<file path="src/rtl/lcadc_pkg.sv">
// Shared types, constants and register codes for the load cell ADC reader.
`timescale 1ns / 1ps
`default_nettype none

package lcadc_pkg;

   localparam int RAW_W        = 24;
   localparam int MAX_AVG_LOG2 = 4;
   localparam int SUM_W        = RAW_W + MAX_AVG_LOG2;
   localparam int RD_CNT_W     = MAX_AVG_LOG2 + 1;
   localparam int SHIFT_W      = $clog2(MAX_AVG_LOG2 + 1) > 0 ? $clog2(MAX_AVG_LOG2 + 1) : 1;
   localparam int BIT_CNT_W    = $clog2(RAW_W + 1);
   localparam int FRAC_W       = 8;
   localparam int WEIGHT_W     = 41;
   localparam int CSR_IDX_W    = 3;
   localparam int CSR_DATA_W   = 24;

   localparam logic [RAW_W-1:0] SIGN_FLIP   = 24'h800000;
   localparam logic [RAW_W-1:0] TARE_RESET  = 24'd8371500;
   localparam logic [RAW_W-1:0] SCALE_RESET = 24'd289;

   // gain codes
   localparam logic [1:0] GAIN_A128 = 2'd0;
   localparam logic [1:0] GAIN_B32  = 2'd1;
   localparam logic [1:0] GAIN_A64  = 2'd2;

   // register indexes
   localparam logic [CSR_IDX_W-1:0] CSR_POWERED_DOWN     = 3'd0;
   localparam logic [CSR_IDX_W-1:0] CSR_GAIN_SELECT      = 3'd1;
   localparam logic [CSR_IDX_W-1:0] CSR_AVERAGE_LOG2     = 3'd2;
   localparam logic [CSR_IDX_W-1:0] CSR_TARE_OFFSET      = 3'd3;
   localparam logic [CSR_IDX_W-1:0] CSR_RECIPROCAL_SCALE = 3'd4;

   typedef enum logic [2:0] {
      PH_WAIT,
      PH_BIT_HIGH,
      PH_BIT_LOW,
      PH_PULSE_HIGH,
      PH_PULSE_LOW
   } phase_type;

   typedef struct packed {
      logic             powered_down;
      logic [1:0]       gain_select;
      logic [2:0]       average_log2;
      logic [RAW_W-1:0] tare_offset;
      logic [RAW_W-1:0] reciprocal_scale;
   } cfg_type;

   typedef struct packed {
      logic             serial_clock;
      logic             sample_done;
      logic [RAW_W-1:0] raw_average;
   } seq_out_type;

endpackage

`default_nettype wire

</file>
<file path="src/rtl/lcadc_seq.sv">
// Serial bit sequencer and read averaging for the load cell ADC reader.
`timescale 1ns / 1ps
`default_nettype none

module lcadc_seq (
   input  wire logic                  clock,
   input  wire logic                  reset,
   input  wire logic                  step,
   input  wire logic                  data_line,
   input  wire lcadc_pkg::cfg_type    cfg,
   output lcadc_pkg::seq_out_type     seq_out
);

   lcadc_pkg::phase_type                 phase_ff, phase_in;
   logic [lcadc_pkg::BIT_CNT_W-1:0]      bit_count_ff, bit_count_in;
   logic [lcadc_pkg::RAW_W-1:0]          shift_ff, shift_in;
   logic [1:0]                           pulse_count_ff, pulse_count_in;
   logic [lcadc_pkg::RD_CNT_W-1:0]       read_count_ff, read_count_in;
   logic [lcadc_pkg::SUM_W-1:0]          sum_ff, sum_in;
   logic [lcadc_pkg::RAW_W-1:0]          last_avg_ff, last_avg_in;

   logic [lcadc_pkg::BIT_CNT_W-1:0]      bit_next;
   logic [lcadc_pkg::RAW_W-1:0]          shift_next;
   logic [1:0]                           pulse_next;
   logic [1:0]                           pulses_needed;
   logic                                 pulse_end;
   logic [lcadc_pkg::SHIFT_W-1:0]        avg_shift;
   logic [lcadc_pkg::RD_CNT_W-1:0]       read_next;
   logic [lcadc_pkg::RD_CNT_W-1:0]       read_target;
   logic                                 avg_end;
   logic [lcadc_pkg::SUM_W-1:0]          sum_next;
   logic [lcadc_pkg::SUM_W-1:0]          sum_scaled;

   always_comb begin
      unique case (cfg.gain_select)
         lcadc_pkg::GAIN_B32: pulses_needed = 2'd2;
         lcadc_pkg::GAIN_A64: pulses_needed = 2'd3;
         default:             pulses_needed = 2'd1;
      endcase
   end

   assign avg_shift = (int'(cfg.average_log2) > lcadc_pkg::MAX_AVG_LOG2)
                    ? lcadc_pkg::SHIFT_W'(lcadc_pkg::MAX_AVG_LOG2)
                    : lcadc_pkg::SHIFT_W'(cfg.average_log2);

   assign bit_next    = bit_count_ff + lcadc_pkg::BIT_CNT_W'(1);
   assign shift_next  = {shift_ff[lcadc_pkg::RAW_W-2:0], data_line};
   assign pulse_next  = pulse_count_ff + 2'd1;
   assign pulse_end   = pulse_next >= pulses_needed;
   assign read_next   = read_count_ff + lcadc_pkg::RD_CNT_W'(1);
   assign read_target = lcadc_pkg::RD_CNT_W'(1) << avg_shift;
   assign avg_end     = read_next >= read_target;
   assign sum_next    = sum_ff + lcadc_pkg::SUM_W'(shift_ff);
   assign sum_scaled  = sum_next >> avg_shift;

   // next state
   always_comb begin
      phase_in       = phase_ff;
      bit_count_in   = bit_count_ff;
      shift_in       = shift_ff;
      pulse_count_in = pulse_count_ff;
      read_count_in  = read_count_ff;
      sum_in         = sum_ff;
      last_avg_in    = last_avg_ff;
      if (cfg.powered_down) begin
         // abandon the read and the partial average
         phase_in       = lcadc_pkg::PH_WAIT;
         bit_count_in   = '0;
         shift_in       = '0;
         pulse_count_in = '0;
         read_count_in  = '0;
         sum_in         = '0;
      end else begin
         unique case (phase_ff)
            lcadc_pkg::PH_WAIT: begin
               if (!data_line) begin
                  bit_count_in = '0;
                  shift_in     = '0;
                  phase_in     = lcadc_pkg::PH_BIT_HIGH;
               end
            end
            lcadc_pkg::PH_BIT_HIGH: begin
               phase_in = lcadc_pkg::PH_BIT_LOW;
            end
            lcadc_pkg::PH_BIT_LOW: begin
               bit_count_in = bit_next;
               if (int'(bit_next) >= lcadc_pkg::RAW_W) begin
                  shift_in       = shift_next ^ lcadc_pkg::SIGN_FLIP;
                  pulse_count_in = '0;
                  phase_in       = lcadc_pkg::PH_PULSE_HIGH;
               end else begin
                  shift_in = shift_next;
                  phase_in = lcadc_pkg::PH_BIT_HIGH;
               end
            end
            lcadc_pkg::PH_PULSE_HIGH: begin
               phase_in = lcadc_pkg::PH_PULSE_LOW;
            end
            lcadc_pkg::PH_PULSE_LOW: begin
               pulse_count_in = pulse_next;
               if (pulse_end) begin
                  if (avg_end) begin
                     last_avg_in   = sum_scaled[lcadc_pkg::RAW_W-1:0];
                     read_count_in = '0;
                     sum_in        = '0;
                  end else begin
                     read_count_in = read_next;
                     sum_in        = sum_next;
                  end
                  phase_in       = lcadc_pkg::PH_WAIT;
                  bit_count_in   = '0;
                  shift_in       = '0;
                  pulse_count_in = '0;
               end else begin
                  phase_in = lcadc_pkg::PH_PULSE_HIGH;
               end
            end
            default: begin
               phase_in       = lcadc_pkg::PH_WAIT;
               bit_count_in   = '0;
               shift_in       = '0;
               pulse_count_in = '0;
            end
         endcase
      end
   end

   // outputs
   always_comb begin
      seq_out.serial_clock = 1'b0;
      seq_out.sample_done  = 1'b0;
      seq_out.raw_average  = last_avg_in;
      if (cfg.powered_down) begin
         seq_out.serial_clock = 1'b1;
      end else begin
         unique case (phase_ff)
            lcadc_pkg::PH_BIT_HIGH,
            lcadc_pkg::PH_PULSE_HIGH: seq_out.serial_clock = 1'b1;
            lcadc_pkg::PH_PULSE_LOW:  seq_out.sample_done  = pulse_end && avg_end;
            default:                  seq_out.serial_clock = 1'b0;
         endcase
      end
   end

   always_ff @(posedge clock) begin
      if (reset) begin
         phase_ff       <= lcadc_pkg::PH_WAIT;
         bit_count_ff   <= '0;
         shift_ff       <= '0;
         pulse_count_ff <= '0;
         read_count_ff  <= '0;
         sum_ff         <= '0;
         last_avg_ff    <= '0;
      end else if (step) begin
         phase_ff       <= phase_in;
         bit_count_ff   <= bit_count_in;
         shift_ff       <= shift_in;
         pulse_count_ff <= pulse_count_in;
         read_count_ff  <= read_count_in;
         sum_ff         <= sum_in;
         last_avg_ff    <= last_avg_in;
      end
   end

endmodule

`default_nettype wire

</file>
<file path="config.mk">
export PLATFORM = sky130hd
export DESIGN_NAME = lcadc_seq
export DESIGN_NICKNAME = d
export VERILOG_FILES = /design/src/rtl/lcadc_pkg.sv /design/src/rtl/lcadc_seq.sv
export SDC_FILE = /design/constraint.sdc
export NUM_CORES = 1
export LEC_CHECK = 0
export BUFFER_PORTS_ARGS = -buffer_cell sky130_fd_sc_hd__buf_2
export CAP_MARGIN = 20
export CORE_MARGIN = 5
export CORE_UTILIZATION = 45
export CTS_BUF_LIST = sky130_fd_sc_hd__clkbuf_2
export DETAILED_ROUTE_END_ITERATION = 10
export SLEW_MARGIN = 15
export SYNTH_ARGS = -nofsm -noshare
export SYNTH_HDL_FRONTEND = slang
export SYNTH_SLANG_ARGS = --single-unit
</file>
<file path="constraint.sdc">
create_clock -name clock -period 3.2 [get_ports clock]
set_input_delay 0.16 -clock clock [delete_from_list [all_inputs] [get_ports clock]]
set_output_delay 0.16 -clock clock [all_outputs]
set_load 0.01 [all_outputs]
</file>
-- Yosys cells after proc, flatten, opt, wreduce, memory -nomap -nowiden
Index checks and enable logic that the tools add are counted.
- flip-flop bits (word level): 91
- memories: 0
- input bits: 58
- memory bits (writable): 0
- memory bits (read-only): 0
- latch bits: 0
- divide/modulo/power cells: 0
- bitwise gates (word level): 1
- multiplexer cells: 36
- magnitude comparators: 4
- add/sub/neg operators: 4
- shift operators: 2
- $mul: 0
- reductions and logical operators: 10
- equal/unequal tests: 11
- operator list (operator ; number):
    $mux 24 ; 8
    $mux 28 ; 4
    $pmux 24 s4 ; 1
    $mux 5 ; 7
    $add 28x24->28 ; 1
    $shr 28x3->24 ; 1
    $pmux 5 s4 ; 1
    $pmux 3 s5 ; 1
    $add 5x1->5 const B ; 2
    $mux 2 ; 5
    $mux 3 ; 3
    $ne 3x3->1 const B ; 3
    $eq 3x2->1 const B ; 2
    $pmux 2 s3 ; 1
    $reduce_and 3->1 ; 2
    $ge 5x5->1 ; 1
    $ge 5x5->1 const B ; 1
    $shl 1x3->5 const A ; 1
    $mux 1 ; 4
    $ne 2x1->1 const B ; 2
    $pmux 2 s2 ; 1
    $reduce_and 4->1 ; 1
    $reduce_bool 2->1 ; 2
    $eq 3x1->1 const B ; 1
    12 further kinds ; 12

-- Longest topological paths before layout
- depth after elaboration: 8
- mapped depth: 15

-- Worst setup path after synthesis
OpenSTA, ideal clock, no wires.
- path type: flip-flop to output port
- start: register shift_ff[0] in the netlist's numbering
- end: output port seq_out[22] in the netlist's numbering
- cell stages (with the launch flop): 11
- data required time: 3.040 ns
- data arrival time: 2.697 ns
- path slack: 0.343 ns
- cell sequence: dfxtp_1 -> ha_1 -> fa_1 -> a211oi_1 -> o21a_2 -> a211oi_2 -> o21ai_1 -> mux2i_2 -> o22ai_1 -> nor4_1 -> o21ai_0
- RTL lines (element ; line ; source):
    from (decl) ; lcadc_seq.sv:16 ; logic [lcadc_pkg::RAW_W-1:0] shift_ff, shift_in;
    from (signal assigned) ; lcadc_seq.sv:157 ; shift_ff <= shift_in;
    to (decl) ; lcadc_seq.sv:11 ; output lcadc_pkg::seq_out_type seq_out

==> impl_metrics.csv <==
group,metric,value,unit
cells_and_area,area_growth,34.33,%
placed_design,port_buffers,35,
routing,first_pass_iters,5,
worst_setup_path,critPathLaunch,"sum_ff[0]",
grt,antenna_found_initial,1,
routing,drc,0,
yosys,synth_area_leaders,"dfxtp_1 27%, ha_1 6.6%, a21oi_1 6.5%",
worst_setup_path,slowest_delay,0.50,ns
routing,drt_iter0_markers,630,
sta,setup_tns,-7.430,ns
clocking,cts_sinks,91,
floorplanning,start_util,45.91,%
placed_design,hpwl,15420,um
yosys,avgSynthCellArea,7.481,um^2
cells_and_area,design_area,8964,um^2
worst_setup_path,critPathBufInv,2,
grt,grt_overflow_total,0,
worst_setup_path,cp_slowest_cell,"mux4_2",
cells_and_area,nNetsFinal,1105,
yosys,synth_cell_types,77,
routing,post_drt_wl_per_cell,18.75,um
clocking,path_clk_slew,0.29,ns
clocking,clk_latency,0.64,ns
grt,grt_pass1_wl,35110,um
sta,hold_viol,0,
routing,wl,22520,um
worst_setup_path,critPathKind,"reg2out",
yosys,syn_inst,892,
clocking,htreeDepth,3,
worst_setup_path,worstReg2RegStart,"sum_ff[0]",
floorplanning,rows,44,
sta,slew_viol_final,0,
floorplanning,core-area,14530,um^2
routing,vias,7399,
clocking,clockRootBuffer,"clkbuf_2",
yosys,synth_most_common_cell,"nand2_1",
yosys,synthArstFlopShare,0,%
sta,clock_skew,0.04306,ns
clocking,max-clock-path-buffers,2,
sta,worst_pin_slew,0.7189,ns
placed_design,gp_congestion,0.9163,
status,failed_checks,"setup timing",
yosys,syn_area,6673,um^2
worst_setup_path,cp-end-kind,"primary output",
sta,post-route-period-util,114.5,%
flow_run,maxCapViolations,0,
status,outcome,"finished, violations left",
worst_setup_path,path_max_fanout,5,
worst_setup_path,worst_ep_required_time,3.04,ns
yosys,synth_top_area_cell,"dfxtp_1",
sta,fin_crit,3.663,ns
grt,track_usage,24.03,%
yosys,synth_top_area_share,27.30,%
hold_path,min_path_type,"in2reg",
yosys,synth_nets,986,
floorplanning,die-height,131.8,um
sta,max_slew_margin,52.07,%
grt,grt_pass1_vias,6839,
sta,rsz0062_at_grt,"true",
cells_and_area,utilization,61.67,%
hold_path,hp-start,"cfg[49]",
yosys,synth_flop_cell,"dfxtp_1",
sta,setup_ws,-0.4627,ns
power_and_ir_drop,vdd_drop_max,0.0001609,V
worst_setup_path,crit_arrival,3.50,ns
routing,drtAntennaViolNets,0,
clocking,cts_tree,"done",
worst_setup_path,critPathTopFamily,"compound AO/OA/AOI/OAI gates",
sta,holdWs,0.06112,ns
yosys,seq_area_frac_synth,27.30,%
sta,fmax,273.0,MHz
power_and_ir_drop,power.density,220.8,nW/um^2
worst_setup_path,path_cells,"ha_4, fa_2, a211oi_2, buf_4, o21ai_4, a31oi_1, o21ai_1, xor2_2, mux4_2, o21ai_2, a21oi_1, buf_2",
power_and_ir_drop,p_leak,0.003458,uW
cells_and_area,final_layout_size_suffix_gt1_share,34.55,%
clocking,numCtsBuffers,9,
placed_design,place_area,7393,um^2
worst_setup_path,crit_path_start_kind,"flip-flop",
grt,grt_max_degree,41,
yosys,synth_enable_flop_cells,0,
floorplanning,die_area,17360,um^2
routing,vias_per_cell,6.161,
sta,setup_viol,23,
floorplanning,die_w,131.8,um
yosys,synthTopCellsByCount,"110 x nand2_1, 94 x nor2_1, 91 x dfxtp_1",
placed_design,pre_cts_slack,-0.1013,ns
floorplanning,pin_count,84,
yosys,ys_seq_elements,91,
yosys,yosysWarnings,0,
## metrics by stage
stage | total power [uW] | instances
final | 1979 | 1201
after global routing | 2061 | 1201
after CTS | 1990 | 1179
after detailed placement | 1357 | 1119
after global placement | 1350 | 1118
after floorplan | 1288 | 892
## cells in the final DEF, fill, tap and decap left out, types with 15 or more instances in the layout
cell / instances
inv_1: 15
o21ai_1: 17
dfxtp_1: 70
a211oi_1: 22
buf_2: 35
ha_1: 17
buf_4: 126
o21ai_0: 28
nand3_1: 42
nand2_1: 110
a21oi_1: 75
nor2_1: 86
a22oi_1: 22
dfxtp_2: 18
## final cells by class
| class | instances | area (um^2) |
|---|---|---|
| multi-input combinational | 716 | 5381 |
| tap | 184 | 230.2 |
| clock buffer | 9 | 45.04 |
| timing repair buffer | 177 | 1321 |
| fill | 1280 | 5570 |
| clock inverter | 7 | 67.56 |
| sequential | 91 | 1856 |
| inverter | 16 | 60.06 |
| antenna | 1 | 2.502 |
## report_power, final
group	total (uW)	leakage [uW]	switching [uW]	internal (uW)
combinational	221	0.00265	152	68.8
sequential	1140	0.000745	2.79	1140
clock	619	0.0000674	440	178
total	1980	0.00346	595	1380
## logic make-up (layout without fill, tap and decap cells)
logic type	count (synthesis)	in the layout	synth area share, %
AO/OA/AOI/OAI	303	303	30.40
XOR/XNOR	30	30	4.163
adder cells (fa/ha/maj)	36	36	6.863
buffers and inverters	85	209	5.156
flip-flops	91	91	27.30
multiplexers	16	16	3.506
other	0	1	0
AND/OR/NAND/NOR	331	331	22.61
## worst register-to-register path: stages (launching register included)
cell	delay, ns
dfxtp_2	0.40
ha_4	0.16
fa_2	0.37
a211oi_2	0.23
buf_4	0.16
o21ai_4	0.08
a31oi_1	0.22
o21ai_1	0.15
xor2_2	0.23
mux4_2	0.50
buf_4	0.15
buf_4	0.12
o211ai_1	0.14
a21oi_1	0.08
## registers in the layout (all words and copies together), names as in the netlist
| name | count |
|---|---|
| bit_count_ff | 5 |
| last_avg_ff | 24 |
| phase_ff | 3 |
| pulse_count_ff | 2 |
| read_count_ff | 5 |
| shift_ff | 24 |
| sum_ff | 28 |
## per-layer routing
layer	routed length (um)	vias up	track usage, %	share of wire, %
met5	0	-	0	0
met4	555	0	7.600	2.5
met3	1193	49	4.237	5.3
met2	10550	262	38.12	47
met1	10210	3570	33.27	45
li1	-	3518	-	-
## final timing paths
check | endpoint | slack, ns | cells past startpoint
worst max register to register | last_avg_ff[12] | 0.12 | 13
worst max-delay path | seq_out[11] | -0.46 | 12
worst min register to register | shift_ff[16] | 0.48 | 2
worst min-delay path | last_avg_ff[18] | 0.06 | 5
## repair_timing
item,in CTS,in global routing
hold endpoints to repair,18,0
setup buffers,41,24
cloned,0,1
setup endpoints to repair,25,26
resized for setup,119,80
hold buffers,5,0
pin swaps,54,27
(Power assumes the default switching activity.)
